### config.mk
export PLATFORM = sky130hd
export DESIGN_NAME = gaussian_kernel_generator_core
export DESIGN_NICKNAME = d
export VERILOG_FILES = /design/src/hdl/gkg_pkg.sv /design/src/hdl/gkg_mul.sv /design/src/hdl/gkg_div.sv /design/src/hdl/gaussian_kernel_generator_core.sv
export SDC_FILE = /design/constraint.sdc
export NUM_CORES = 2
export LEC_CHECK = 0
export ABC_AREA = 1
export BUFFER_PORTS_ARGS = -buffer_cell sky130_fd_sc_hd__buf_2
export CAP_MARGIN = 20
export CELL_PAD_IN_SITES_DETAIL_PLACEMENT = 2
export CELL_PAD_IN_SITES_GLOBAL_PLACEMENT = 2
export CORE_MARGIN = 8
export CORE_UTILIZATION = 44
export CTS_CLUSTER_DIAMETER = 30
export DETAILED_ROUTE_END_ITERATION = 7
export GPL_TIMING_DRIVEN = 0
export PLACE_DENSITY_LB_ADDON = 0.1
export SKIP_CTS_REPAIR_TIMING = 1
export SKIP_LAST_GASP = 1
export SLEW_MARGIN = 5
export SYNTH_ARGS = -nofsm -noshare
export SYNTH_HDL_FRONTEND = slang
export SYNTH_SLANG_ARGS = --single-unit
export TNS_END_PERCENT = 50
### constraint.sdc
create_clock -name clk -period 12.2 [get_ports clk]
set_input_delay 2.44 -clock clk [delete_from_list [all_inputs] [get_ports clk]]
set_output_delay 2.44 -clock clk [all_outputs]
set_load 0.005 [all_outputs]
### src/hdl/gkg_pkg.sv
// Shared types, constants and elaboration-time tables for the Gaussian kernel generator.
// Used by gkg_mul, gkg_div and gaussian_kernel_generator_core; depends on nothing.
package gkg_pkg;

    // Sequencer states
    typedef enum logic [3:0]
    {
        ST_IDLE,
        ST_SQ,
        ST_SQ_CAP,
        ST_TAP,
        ST_DIV,
        ST_LOG,
        ST_LOG_CAP,
        ST_FRAC,
        ST_FRAC_CAP,
        ST_WEIGHT,
        ST_EMIT_RD,
        ST_EMIT_START,
        ST_EMIT_WAIT
    } gkg_state_t;

    // Exponent datapath widths
    localparam int SQ_W       = 32;   // sigma squared
    localparam int DIST_W     = 5;    // r*r + c*c, at most 18
    localparam int DIST_SHIFT = 17;   // d * 2^39 / s^2 = (d * 2^17) * 2^22 / s^2
    localparam int X_W        = 22;   // exponent in Q16, below 64.0
    localparam int Y_W        = 23;   // exponent times log2(e), Q16
    localparam int N_W        = 7;    // integer part of y
    localparam int F_W        = 16;   // fraction part of y
    localparam int M_W        = 33;   // mantissa, up to 2^32
    localparam int C_W        = 32;   // fraction power constants
    localparam int K_W        = 4;
    localparam int WT_W       = 35;   // rounding sum before the weight shift
    localparam int T_W        = 8;
    localparam int T_LIMIT    = 34;   // shifts at or above this give zero

    localparam logic [K_W-1:0] FRAC_LAST = K_W'(F_W - 1);

    // Shared multiplier
    localparam int MUL_A_W = 33;
    localparam int MUL_B_W = 32;
    localparam int MUL_P_W = MUL_A_W + MUL_B_W;

    localparam logic [MUL_B_W-1:0] LOG2E_Q30 = 32'd1549082005;

    // Shared divider
    localparam int DIV_CNT_W = 5;
    localparam logic [DIV_CNT_W-1:0] X_STEPS = DIV_CNT_W'(X_W);

    typedef struct packed
    {
        logic                 start;
        logic [DIV_CNT_W-1:0] steps;
    } div_ctrl_t;

    typedef logic [F_W-1:0][C_W-1:0] ctab_t;

    function automatic logic [63:0] isqrt64(input logic [63:0] v);
        logic [63:0] res;
        logic [63:0] probe;
        logic [63:0] rem;
        res   = '0;
        rem   = v;
        probe = 64'h4000_0000_0000_0000;
        while (probe > rem)
            probe = probe >> 2;
        while (probe != 0)
        begin
            if (rem >= res + probe)
            begin
                rem = rem - (res + probe);
                res = (res >> 1) + probe;
            end
            else
            begin
                res = res >> 1;
            end
            probe = probe >> 2;
        end
        return res;
    endfunction

    // Entry k holds 2^32 * 2^(-2^-(k+1)), built by repeated square roots.
    function automatic ctab_t build_ctab();
        ctab_t       tab;
        logic [63:0] c;
        int          k;
        c = isqrt64(64'h8000_0000_0000_0000);
        for (k = 0; k < F_W; k++)
        begin
            tab[k] = c[C_W-1:0];
            c      = isqrt64(c << 32);
        end
        return tab;
    endfunction

    localparam ctab_t FRAC_TAB = build_ctab();

endpackage

### src/hdl/gkg_mul.sv
// Shared registered multiplier of the Gaussian kernel generator.
// Depends on gkg_pkg for operand widths.
module gkg_mul
(
    input  logic                         clk,
    input  logic [gkg_pkg::MUL_A_W-1:0] a,
    input  logic [gkg_pkg::MUL_B_W-1:0] b,
    output logic [gkg_pkg::MUL_P_W-1:0] product
);
    import gkg_pkg::*;

    logic [MUL_P_W-1:0] product_reg;

    always_ff @(posedge clk)
    begin
        product_reg <= MUL_P_W'(a) * MUL_P_W'(b);
    end

    assign product = product_reg;

endmodule

### src/hdl/gkg_div.sv
// Shared restoring divider, one quotient bit per cycle.
// Depends on gkg_pkg for the control struct and the step counter width.
module gkg_div
#(
    parameter int DW = 32,
    parameter int QW = 22
)
(
    input  logic               clk,
    input  logic               rst_n,
    input  gkg_pkg::div_ctrl_t ctrl,
    input  logic [DW-1:0]      divisor,
    input  logic [DW-1:0]      rem_init,
    input  logic [QW-1:0]      num_bits,
    output logic               done,
    output logic [QW-1:0]      quotient
);
    import gkg_pkg::*;

    logic                 run_reg;
    logic [DIV_CNT_W-1:0] cnt_reg;
    logic                 done_reg;
    logic [DW-1:0]        rem_reg;
    logic [DW-1:0]        div_reg;
    logic [QW-1:0]        bits_reg;
    logic [QW-1:0]        quo_reg;

    logic [DW:0]          shifted;
    logic [DW:0]          diff;
    logic                 fits;

    assign shifted = {rem_reg, bits_reg[QW-1]};
    assign diff    = shifted - {1'b0, div_reg};
    assign fits    = (shifted >= {1'b0, div_reg});

    always_ff @(posedge clk or negedge rst_n)
    begin
        if (!rst_n)
        begin
            run_reg  <= 1'b0;
            cnt_reg  <= '0;
            done_reg <= 1'b0;
        end
        else
        begin
            done_reg <= run_reg && (cnt_reg == DIV_CNT_W'(1));
            if (ctrl.start)
            begin
                run_reg <= 1'b1;
                cnt_reg <= ctrl.steps;
            end
            else if (run_reg)
            begin
                cnt_reg <= cnt_reg - DIV_CNT_W'(1);
                if (cnt_reg == DIV_CNT_W'(1))
                    run_reg <= 1'b0;
            end
        end
    end

    always_ff @(posedge clk)
    begin
        if (ctrl.start)
        begin
            rem_reg  <= rem_init;
            div_reg  <= divisor;
            bits_reg <= num_bits;
            quo_reg  <= '0;
        end
        else if (run_reg)
        begin
            // Keep the remainder below the divisor; shift in the next numerator bit
            rem_reg  <= fits ? diff[DW-1:0] : shifted[DW-1:0];
            bits_reg <= bits_reg << 1;
            quo_reg  <= {quo_reg[QW-2:0], fits};
        end
    end

    assign done     = done_reg;
    assign quotient = quo_reg;

endmodule

### src/hdl/gaussian_kernel_generator_core.sv
// Top level of the Gaussian kernel generator: sequencer, weight memory and output register.
// Depends on gkg_pkg, gkg_mul and gkg_div.
//
// Usage
//   A request transfers half_width and sigma (unsigned Q4.12) at a rising edge where start
//   is high and busy is low. busy then stays high until the last coefficient is shown.
//   Every tap of the (2H+1)x(2H+1) window gets exp(-(r^2+c^2)/(2*sigma^2)), stored as a
//   raw weight and summed; the block then emits each weight over the sum as Q0.16,
//   row by row. Each result sits on coefficient, tap_row, tap_col and last for exactly
//   one cycle with valid high; the receiver cannot stall, so every result transfers.
// Sequencing
//   One shared multiplier and one shared bit-serial divider do the squaring, exponent,
//   fraction and normalizing arithmetic. Build, per tap: a 22-bit exponent division
//   (skipped at the centre) and a scaling by log2(e), then a pass over the fraction bits
//   of the exponent with a multiply and capture for each set bit; taps whose weight
//   underflows go straight to the store. Emit, per tap: a memory read, then a 17-bit
//   normalizing division.
//   A new request can transfer while last is shown, as busy is already low then.
// Reset
//   rst_n clears the sequencer, the tap counters, the sum and valid. The weight memory
//   is not cleared; every request writes all entries it later reads.
module gaussian_kernel_generator_core
#(
    parameter int MAX_HALF_WIDTH   = 3,
    parameter int WEIGHT_FRAC_BITS = 24,
    parameter int COEFF_FRAC_BITS  = 16
)
(
    input  logic        clk,
    input  logic        rst_n,
    input  logic        start,
    output logic        busy,
    input  logic [1:0]  half_width,
    input  logic [15:0] sigma,
    output logic        valid,
    output logic [15:0] coefficient,
    output logic [2:0]  tap_row,
    output logic [2:0]  tap_col,
    output logic        last
);
    import gkg_pkg::*;

    localparam int SIDE_MAX = 2 * MAX_HALF_WIDTH + 1;
    localparam int DEPTH    = SIDE_MAX * SIDE_MAX;
    localparam int ADDR_W   = (DEPTH > 1) ? $clog2(DEPTH) : 1;
    localparam int SUM_W    = WEIGHT_FRAC_BITS + $clog2(DEPTH);
    localparam int DW       = (SUM_W > SQ_W) ? SUM_W : SQ_W;
    localparam int NUM_W    = WEIGHT_FRAC_BITS + COEFF_FRAC_BITS + 1;
    localparam int T_OFS    = 32 - WEIGHT_FRAC_BITS;

    localparam logic [1:0]        MAX_HW2 = 2'(MAX_HALF_WIDTH);
    localparam logic [WT_W-1:0]   W_MAX   = (WT_W'(1) << WEIGHT_FRAC_BITS) - WT_W'(1);
    localparam logic [DIV_CNT_W-1:0] EMIT_STEPS = DIV_CNT_W'(COEFF_FRAC_BITS + 1);

    // Sequencer and counters
    gkg_state_t state_reg, state_next;
    logic [1:0]        hw_reg, hw_next;
    logic [2:0]        row_reg, row_next;
    logic [2:0]        col_reg, col_next;
    logic [ADDR_W-1:0] addr_reg, addr_next;
    logic [SUM_W-1:0]  sum_reg, sum_next;
    logic              valid_reg, valid_next;

    // Per-request and per-tap working registers
    logic [15:0]       sigma_reg, sigma_next;
    logic [SQ_W-1:0]   sq_reg, sq_next;
    logic [X_W-1:0]    x_reg, x_next;
    logic [N_W-1:0]    n_reg, n_next;
    logic [F_W-1:0]    f_reg, f_next;
    logic [M_W-1:0]    m_reg, m_next;
    logic [K_W-1:0]    k_reg, k_next;
    logic              zero_reg, zero_next;

    // Output register
    logic [15:0]       coefficient_reg, coefficient_next;
    logic [2:0]        tap_row_reg, tap_row_next;
    logic [2:0]        tap_col_reg, tap_col_next;
    logic              last_reg, last_next;

    // Weight memory
    logic [WEIGHT_FRAC_BITS-1:0] wmem [DEPTH];
    logic [WEIGHT_FRAC_BITS-1:0] rd_data_reg;
    logic                        mem_we;

    // Shared units
    logic [MUL_A_W-1:0] mul_a;
    logic [MUL_B_W-1:0] mul_b;
    logic [MUL_P_W-1:0] mul_p;
    div_ctrl_t          div_ctl;
    logic [DW-1:0]      div_divisor;
    logic [DW-1:0]      div_rem_init;
    logic [X_W-1:0]     div_bits;
    logic               div_done;
    logic [X_W-1:0]     div_quo;

    // Tap geometry
    logic [2:0]        hw3;
    logic [2:0]        side_m1;
    logic [1:0]        dr_abs;
    logic [1:0]        dc_abs;
    logic [DIST_W-1:0] tap_dist;
    logic              exp_ovf;
    logic              tap_is_last;
    logic [2:0]        row_adv;
    logic [2:0]        col_adv;

    // Exponent and weight arithmetic
    logic [MUL_P_W-1:0] y_full;
    logic [MUL_P_W-1:0] m_full;
    logic [T_W-1:0]     t_amt;
    logic [WT_W-1:0]    rnd;
    logic [WT_W-1:0]    wsum;
    logic [WT_W-1:0]    wshift;
    logic [WEIGHT_FRAC_BITS-1:0] w_val;

    // Normalization
    logic [NUM_W-1:0]           emit_num;
    logic [COEFF_FRAC_BITS-1:0] q_sat;

    gkg_mul u_mul
    (
        .clk     (clk),
        .a       (mul_a),
        .b       (mul_b),
        .product (mul_p)
    );

    gkg_div
    #(
        .DW (DW),
        .QW (X_W)
    )
    u_div
    (
        .clk      (clk),
        .rst_n    (rst_n),
        .ctrl     (div_ctl),
        .divisor  (div_divisor),
        .rem_init (div_rem_init),
        .num_bits (div_bits),
        .done     (div_done),
        .quotient (div_quo)
    );

    // Distance of the current tap from the centre
    assign hw3      = {1'b0, hw_reg};
    assign side_m1  = {hw_reg, 1'b0};
    assign dr_abs   = (row_reg >= hw3) ? 2'(row_reg - hw3) : 2'(hw3 - row_reg);
    assign dc_abs   = (col_reg >= hw3) ? 2'(col_reg - hw3) : 2'(hw3 - col_reg);
    assign tap_dist = DIST_W'(dr_abs) * DIST_W'(dr_abs) + DIST_W'(dc_abs) * DIST_W'(dc_abs);

    // Exponent reaches 64.0 when d * 2^17 >= s^2; sigma zero lands here too
    assign exp_ovf = ({{(SQ_W - DIST_W - DIST_SHIFT){1'b0}}, tap_dist, {DIST_SHIFT{1'b0}}}
                      >= sq_reg);

    assign tap_is_last = (row_reg == side_m1) && (col_reg == side_m1);
    assign col_adv     = (col_reg == side_m1) ? 3'd0 : col_reg + 3'd1;
    assign row_adv     = (col_reg == side_m1) ? row_reg + 3'd1 : row_reg;

    // Rounded products of the shared multiplier
    assign y_full = mul_p + (MUL_P_W'(1) << 29);
    assign m_full = mul_p + (MUL_P_W'(1) << 31);

    // Scale the mantissa by 2^-t with rounding, then saturate; large shifts and underflowed taps give zero
    assign t_amt  = T_W'(n_reg) + T_W'(T_OFS);
    assign rnd    = (t_amt == '0) ? '0 : (WT_W'(1) << (t_amt - T_W'(1)));
    assign wsum   = WT_W'(m_reg) + rnd;
    assign wshift = wsum >> t_amt;

    always_comb
    begin
        if (zero_reg || (t_amt >= T_W'(T_LIMIT)))
            w_val = '0;
        else if (wshift > W_MAX)
            w_val = W_MAX[WEIGHT_FRAC_BITS-1:0];
        else
            w_val = wshift[WEIGHT_FRAC_BITS-1:0];
    end

    // Numerator w * 2^CFB + S/2 for the normalizing division
    assign emit_num = NUM_W'({rd_data_reg, {COEFF_FRAC_BITS{1'b0}}})
                    + NUM_W'(sum_reg >> 1);
    assign q_sat    = div_quo[COEFF_FRAC_BITS] ? {COEFF_FRAC_BITS{1'b1}}
                                               : div_quo[COEFF_FRAC_BITS-1:0];

    // Multiplier operand select
    always_comb
    begin
        case (state_reg)
            ST_SQ:
            begin
                mul_a = MUL_A_W'(sigma_reg);
                mul_b = MUL_B_W'(sigma_reg);
            end
            ST_LOG:
            begin
                mul_a = MUL_A_W'(x_reg);
                mul_b = LOG2E_Q30;
            end
            default:
            begin
                mul_a = m_reg;
                mul_b = FRAC_TAB[k_reg];
            end
        endcase
    end

    // Next state and datapath control
    always_comb
    begin
        state_next       = state_reg;
        hw_next          = hw_reg;
        row_next         = row_reg;
        col_next         = col_reg;
        addr_next        = addr_reg;
        sum_next         = sum_reg;
        valid_next       = 1'b0;
        sigma_next       = sigma_reg;
        sq_next          = sq_reg;
        x_next           = x_reg;
        n_next           = n_reg;
        f_next           = f_reg;
        m_next           = m_reg;
        k_next           = k_reg;
        zero_next        = zero_reg;
        coefficient_next = coefficient_reg;
        tap_row_next     = tap_row_reg;
        tap_col_next     = tap_col_reg;
        last_next        = last_reg;
        mem_we           = 1'b0;
        div_ctl          = '0;
        div_divisor      = DW'(sq_reg);
        div_rem_init     = DW'({tap_dist, {DIST_SHIFT{1'b0}}});
        div_bits         = '0;

        case (state_reg)
            ST_IDLE:
            begin
                if (start)
                begin
                    hw_next    = (half_width > MAX_HW2) ? MAX_HW2 : half_width;
                    sigma_next = sigma;
                    row_next   = '0;
                    col_next   = '0;
                    addr_next  = '0;
                    sum_next   = '0;
                    state_next = ST_SQ;
                end
            end

            ST_SQ:
            begin
                state_next = ST_SQ_CAP;
            end

            ST_SQ_CAP:
            begin
                sq_next    = mul_p[SQ_W-1:0];
                state_next = ST_TAP;
            end

            ST_TAP:
            begin
                zero_next = 1'b0;
                x_next    = '0;
                if (tap_dist == '0)
                begin
                    state_next = ST_LOG;
                end
                else if (exp_ovf)
                begin
                    // Weight underflows; skip straight to the store
                    zero_next  = 1'b1;
                    state_next = ST_WEIGHT;
                end
                else
                begin
                    div_ctl.start = 1'b1;
                    div_ctl.steps = X_STEPS;
                    state_next    = ST_DIV;
                end
            end

            ST_DIV:
            begin
                if (div_done)
                begin
                    x_next     = div_quo;
                    state_next = ST_LOG;
                end
            end

            ST_LOG:
            begin
                state_next = ST_LOG_CAP;
            end

            ST_LOG_CAP:
            begin
                n_next     = y_full[30 + Y_W - 1 -: N_W];
                f_next     = y_full[30 + F_W - 1 -: F_W];
                m_next     = M_W'(1) << 32;
                k_next     = '0;
                state_next = ST_FRAC;
            end

            ST_FRAC:
            begin
                if (f_reg[F_W-1])
                begin
                    state_next = ST_FRAC_CAP;
                end
                else
                begin
                    f_next = f_reg << 1;
                    if (k_reg == FRAC_LAST)
                        state_next = ST_WEIGHT;
                    else
                        k_next = k_reg + K_W'(1);
                end
            end

            ST_FRAC_CAP:
            begin
                m_next = m_full[32 +: M_W];
                f_next = f_reg << 1;
                if (k_reg == FRAC_LAST)
                begin
                    state_next = ST_WEIGHT;
                end
                else
                begin
                    k_next     = k_reg + K_W'(1);
                    state_next = ST_FRAC;
                end
            end

            ST_WEIGHT:
            begin
                mem_we   = 1'b1;
                sum_next = sum_reg + SUM_W'(w_val);
                if (tap_is_last)
                begin
                    row_next   = '0;
                    col_next   = '0;
                    addr_next  = '0;
                    state_next = ST_EMIT_RD;
                end
                else
                begin
                    row_next   = row_adv;
                    col_next   = col_adv;
                    addr_next  = addr_reg + ADDR_W'(1);
                    state_next = ST_TAP;
                end
            end

            ST_EMIT_RD:
            begin
                state_next = ST_EMIT_START;
            end

            ST_EMIT_START:
            begin
                div_ctl.start = 1'b1;
                div_ctl.steps = EMIT_STEPS;
                div_divisor   = DW'(sum_reg);
                div_rem_init  = DW'(emit_num >> (COEFF_FRAC_BITS + 1));
                div_bits      = X_W'(emit_num[COEFF_FRAC_BITS:0])
                                << (X_W - COEFF_FRAC_BITS - 1);
                state_next    = ST_EMIT_WAIT;
            end

            ST_EMIT_WAIT:
            begin
                if (div_done)
                begin
                    coefficient_next = 16'(q_sat);
                    tap_row_next     = row_reg;
                    tap_col_next     = col_reg;
                    last_next        = tap_is_last;
                    valid_next       = 1'b1;
                    if (tap_is_last)
                    begin
                        state_next = ST_IDLE;
                    end
                    else
                    begin
                        row_next   = row_adv;
                        col_next   = col_adv;
                        addr_next  = addr_reg + ADDR_W'(1);
                        state_next = ST_EMIT_RD;
                    end
                end
            end

            default:
            begin
                state_next = ST_IDLE;
            end
        endcase
    end

    always_ff @(posedge clk or negedge rst_n)
    begin
        if (!rst_n)
        begin
            state_reg <= ST_IDLE;
            hw_reg    <= '0;
            row_reg   <= '0;
            col_reg   <= '0;
            addr_reg  <= '0;
            sum_reg   <= '0;
            valid_reg <= 1'b0;
        end
        else
        begin
            state_reg <= state_next;
            hw_reg    <= hw_next;
            row_reg   <= row_next;
            col_reg   <= col_next;
            addr_reg  <= addr_next;
            sum_reg   <= sum_next;
            valid_reg <= valid_next;
        end
    end

    always_ff @(posedge clk)
    begin
        sigma_reg       <= sigma_next;
        sq_reg          <= sq_next;
        x_reg           <= x_next;
        n_reg           <= n_next;
        f_reg           <= f_next;
        m_reg           <= m_next;
        k_reg           <= k_next;
        zero_reg        <= zero_next;
        coefficient_reg <= coefficient_next;
        tap_row_reg     <= tap_row_next;
        tap_col_reg     <= tap_col_next;
        last_reg        <= last_next;
    end

    // Raw weight store: write during build, registered read during emit
    always_ff @(posedge clk)
    begin
        if (mem_we)
            wmem[addr_reg] <= w_val;
        rd_data_reg <= wmem[addr_reg];
    end

    assign busy        = (state_reg != ST_IDLE);
    assign valid       = valid_reg;
    assign coefficient = coefficient_reg;
    assign tap_row     = tap_row_reg;
    assign tap_col     = tap_col_reg;
    assign last        = last_reg;

`ifndef SYNTH
    a_valid_from_emit: assert property (@(posedge clk) disable iff (!rst_n)
        valid |-> $past(state_reg == ST_EMIT_WAIT))
        else $error("result strobe without a finished normalizing division");

    a_last_frees_block: assert property (@(posedge clk) disable iff (!rst_n)
        valid && last |-> !busy)
        else $error("block still busy while the last coefficient is shown");

    a_accept_goes_busy: assert property (@(posedge clk) disable iff (!rst_n)
        start && !busy |=> busy)
        else $error("request transfer did not make the block busy");

    a_sum_nonzero: assert property (@(posedge clk) disable iff (!rst_n)
        state_reg == ST_EMIT_START |-> sum_reg != '0)
        else $error("normalizing by a zero weight sum");
`endif

endmodule

==> results of run 1 <==
cell families after synthesis:
kind of cell             share of synthesized area, %
buffers and inverters                            7.56
multiplexers                                   0.0298
XOR/XNOR                                         1.21
AO/OA/AOI/OAI                                    8.62
adder cells (fa/ha/maj)                          23.5
flip-flops                                       46.3
AND/OR/NAND/NOR                                  12.8
routing by layer:
layer  overflow  global-route usage (%)
met5          0                    35.9
met4          6                    64.7
met3          2                    50.9
met2          3                    82.5
met1          0                    65.3
cells in the mapped netlist (all sizes together) (17+ instances only):
cell	number	share of area [%]
a31oi	26	0.16
xnor2	57	0.50
o21ai	299	1.5
clkbuf	330	1.2
xor2	81	0.71
clkinv	20	0.075
nand4	192	1.2
a21oi	342	1.7
a221oi	146	1.3
nor2	564	2.1
nor4	18	0.11
edfxtp	1411	42
nand3	221	1.1
o22ai	34	0.21
a41oi	17	0.15
nand2	2079	7.8
o21a	24	0.18
dfxtp	142	2.8
fa	931	19
ha	402	5.0
nor3	48	0.24
buf	52	0.25
inv	1612	6.0
dfrtp	56	1.4
a22oi	210	1.6
a22o	117	1.0
per-stage QoR:
step | setup TNS, ps | cell area, sq um | hold WS (ps) | instances
floorplan | 0 | 101000 | 386 | 9568
global placement | -30060 | 105000 | 389 | 12622
CTS | -22720 | 120000 | 350 | 13403
detailed placement | -7110 | 108000 | 390 | 12748
==> implementation parameters, run 1 <==
Parameter                              Value

Yosys
  Main flop type after synthesis ... edfxtp_1
  Average cell area after synthesis ... 10.5 sq um
  Count of state elements after synthesis ... 1609
  Sequential element share of the synthesized area ... 46.3%
  Netlist cell types ... 70
  Number of synthesized flops with an enable pin ... 1411
  Synth Cell Area ... 101000 sq um
  Synth async-reset ratio ... 3.48%
  Gate Count Post-Synth ... 9568
  Synthesized Nets ... 10922
  YS warnings ... 0

Clock network
  H-tree levels ... 5
  Cts bufs inserted ... 363
  Clock sinks ... 1609
  Largest buffer count on any clock path ... 4
  Clock root cell ... clkbuf_16

Floorplan
  Number of placed I/O pins ... 46
  Chip Width ... 494 um
  Vertical die dimension ... 494 um
  Initial Utilization ... 44.3%
  Number of rows in the core area ... 175

Global routing
  Remaining global-route overflow ... 11
  Overall global routing resource usage ... 66.1%
  Maximum number of pins on one net before global-route repair ... 51

Placement
  Worst setup timing slack at the placement stage ... -1120 ps
  Detailed-placement wirelength estimate ... 402 mm
  PortBufs ... 45
  Gp weighted congestion ... 0.969

Run status
  Stage at which the flow ended ... global routing (5_1_grt)
  Outcome ... did not finish
  First Error ... [ERROR GRT-0232] Routing congestion too high. Check the congestion heatmap in the GUI.

STA
  Final worst endpoint reported by repair_timing after global routing ... u_mul.product[61]$_DFF_P_/D
  Pin type at the end of the worst path ... register data pin
==> run 2: changes to the inputs <==
--- a/config.mk
+++ b/config.mk
@@ -8,14 +8,11 @@
 export ABC_AREA = 1
 export BUFFER_PORTS_ARGS = -buffer_cell sky130_fd_sc_hd__buf_2
 export CAP_MARGIN = 20
-export CELL_PAD_IN_SITES_DETAIL_PLACEMENT = 2
-export CELL_PAD_IN_SITES_GLOBAL_PLACEMENT = 2
 export CORE_MARGIN = 8
-export CORE_UTILIZATION = 44
-export CTS_CLUSTER_DIAMETER = 30
+export CORE_UTILIZATION = 30
 export DETAILED_ROUTE_END_ITERATION = 7
 export GPL_TIMING_DRIVEN = 0
-export PLACE_DENSITY_LB_ADDON = 0.1
+export PLACE_DENSITY_LB_ADDON = 0.15
 export SKIP_CTS_REPAIR_TIMING = 1
 export SKIP_LAST_GASP = 1
 export SLEW_MARGIN = 5
==> implementation parameters, run 2 <==
Parameter                              Value

Floorplan
  Number of placed I/O pins ... 46
  Chip Width ... 595 um
  Die footprint ... 355000 sq um
  Number of rows in the core area ... 212
  Vertical die dimension ... 595 um
  Initial Utilization ... 30.2%
  Placeable core area ... 334000 sq um

Finish
  Cell Count, Final, Fillers Out ... 14526
  Most common cell after layout, fill and taps aside ... nand2_1
  Total number of nets in the final design ... 11330
  Number of flip-flops in the largest register ... 1176
  Highest-count cells in the layout ignoring fill and taps ... nand2_1 (2065), inv_1 (1598), edfxtp_1 (1411)
  Synthesis-to-finish area growth ... 15.4%
  Share of cells above drive strength 1 ... 6.93%

STA
  Worst slack on hold paths ... 396 ps
  Transition time of the tightest slew-check pin ... 1590 ps
  Peak clock frequency supported by timing ... 85.3 MHz
  Number of setup violations in the final report ... 0
  Final number of hold-violating endpoints ... 0
  Max_slew headroom ... -6.32%
  Tmin final ... 11730 ps
  Tcrit/Tclk final ... 96.1%
  Setup repair after global routing missed its margin ... no
  Clock skew ... 170 ps
  Final Max Slew Viols ... 2
  Setup TNS after final layout ... 0 ps

Clock network
  H-tree levels ... 4
  Clock tree from TritonCTS ... built
  Cts bufs inserted ... 186
  Clock input transition at the sequential cells of the worst setup and hold paths ... 60 ps
  Largest buffer count on any clock path ... 4
  Clock root cell ... clkbuf_16
  Clock sinks ... 1609
  Skew-Pair Late Insertion Delay ... 960 ps

Critical path
  Crit end category ... flop
  Crit-path max FO ... 10
  Critical Path RT ... 12950 ps
  Arrival @ worst endpoint ... 12470 ps
  Type of the worst setup path ... flop to flop
  Crit path launch type ... flop
  Critical path's slowest cell ... clkbuf_1
  Delay of the slowest critical-path stage ... 730 ps

Run
  Maxcap violations ... 0

Yosys
  Cells taking the most area after synthesis ... edfxtp_1 (42%), fa_1 (19%), nand2_1 (7.7%)
  Adder-cell share of the synthesized area ... 23.5%
  Count of state elements after synthesis ... 1609
  Netlist cell types ... 70
  Number of synthesized flops with an enable pin ... 1411
  Library cell with the highest instance count after synthesis ... nand2_1
  Largest family of logic cells by synthesized area ... adder cells
  Synth Cell Area ... 101000 sq um
  Most numerous cell types in the synthesized netlist ... nand2_1 (2066), inv_1 (1602), edfxtp_1 (1411)
  Largest area contributor in the synthesized netlist ... edfxtp_1
  Synth top area share ... 42.1%
  Synthesized Nets ... 10922
  Synth Area in Compound Gates ... 8.62%
  Post-synthesis share of cell area spent on and, or, nand and nor gates ... 12.8%
  Gate Count Post-Synth ... 9568
  Fraction of synthesized area in multiplexers ... 0.0298%
  YS warnings ... 0
  Sequential element share of the synthesized area ... 46.3%
  Synth async-reset ratio ... 3.48%
  Main flop type after synthesis ... edfxtp_1
  Post-synthesis xor/xnor area fraction ... 1.21%
  Average cell area after synthesis ... 10.5 sq um

Placement
  Detailed-placement wirelength estimate ... 343 mm
  PortBufs ... 45
  Gp weighted congestion ... 0.957
  Dpl cells ... 14162

Global routing
  Wire length of the first global-routing pass ... 608 mm
  Maximum number of pins on one net before global-route repair ... 46
  Overall global routing resource usage ... 24.1%
  Remaining global-route overflow ... 0
  Number of antenna violations at the first check in global routing ... 43
  Vias in the first global route ... 77454

Route
  Total iterations of the first detailed-routing run ... 6
  Post-DRT Antenna Nets ... 0
  Vias per std cell ... 5.22
  First-iteration detailed-routing DRC count ... 7976
  Total detailed-routing wirelength ... 438 mm
  Total via count in the routed design ... 75827
  Average wire per standard cell ... 30.2 um
  DR DRC count ... 0

Run status
  Violated checks ... slew limit
  Outcome ... finished with violations

Hold path
  Min-delay worst type ... flop to flop
==> run 2: worst paths after layout <==
kind	startpoint	slack, ps	end	depth (start not counted)
min in group asynchronous	rst_n	1470	addr_reg[0]	1
max in group asynchronous	rst_n	10060	state_reg[2]	2
worst max-delay path	state_reg[2]	470	u_mul.product[62]	36
worst max register to register	state_reg[2]	470	u_mul.product[62]	36
worst min register to register	u_mul.product[22]	400	sq_reg[22]	0
worst min-delay path	u_mul.product[22]	400	sq_reg[22]	0
==> run 2: cell type report <==
class | count | area, sq um
repair buffers | 220 | 3310
multi-input cells | 5945 | 47200
fillers | 33495 | 218000
plain buffers | 382 | 1560
inverters | 1632 | 6130
diodes | 9 | 22.5
well taps | 4387 | 5490
flip-flops and latches | 1609 | 46600
clock buffers | 225 | 4870
clock inverters | 117 | 1110
==> run 2: cells by family (layout without fill, tap and decap cells) <==
group / count (synthesis) / count (layout)
other: 0 / 9
buffers and inverters: 2014 / 2576
DFF: 1609 / 1609
xor gates and xnor gates: 138 / 138
adders and majority gates: 1333 / 1333
and+or+nand+nor: 3151 / 3151
muxes: 3 / 3
AOI/OAI and AO/OA: 1320 / 1320
==> run 2: stage by stage <==
stage	instance area [sq um]	utilization [%]	setup slack (ps)
after floorplan	101000	-	3780
after global placement	106000	31.9	-1460
after detailed placement	110000	33.0	-944
after CTS	116000	34.8	-1050
after global routing	116000	34.8	82.1
final	116000	34.8	473
==> run 2: worst max-delay path, delay by kind of cell, from the launching register on <==
kind | cells | cell delay, ps
compound gates | 4 | 1190
buf+inv | 12 | 2700
simple gates | 10 | 2560
flops | 1 | 400
xor+xnor | 1 | 180
fa+ha+maj | 9 | 4610
==> run 2: routing by layer <==
metal	share of wire (%)	track usage (%)
met1	42	31.8
met2	46	39.1
met3	7.3	4.25
met4	5.1	10.2
met5	0.026	0
Power of run 2 is left out: the tool's default activity adds up to more than one toggle a clock period on the data nets, which glitch-free logic cannot reach.
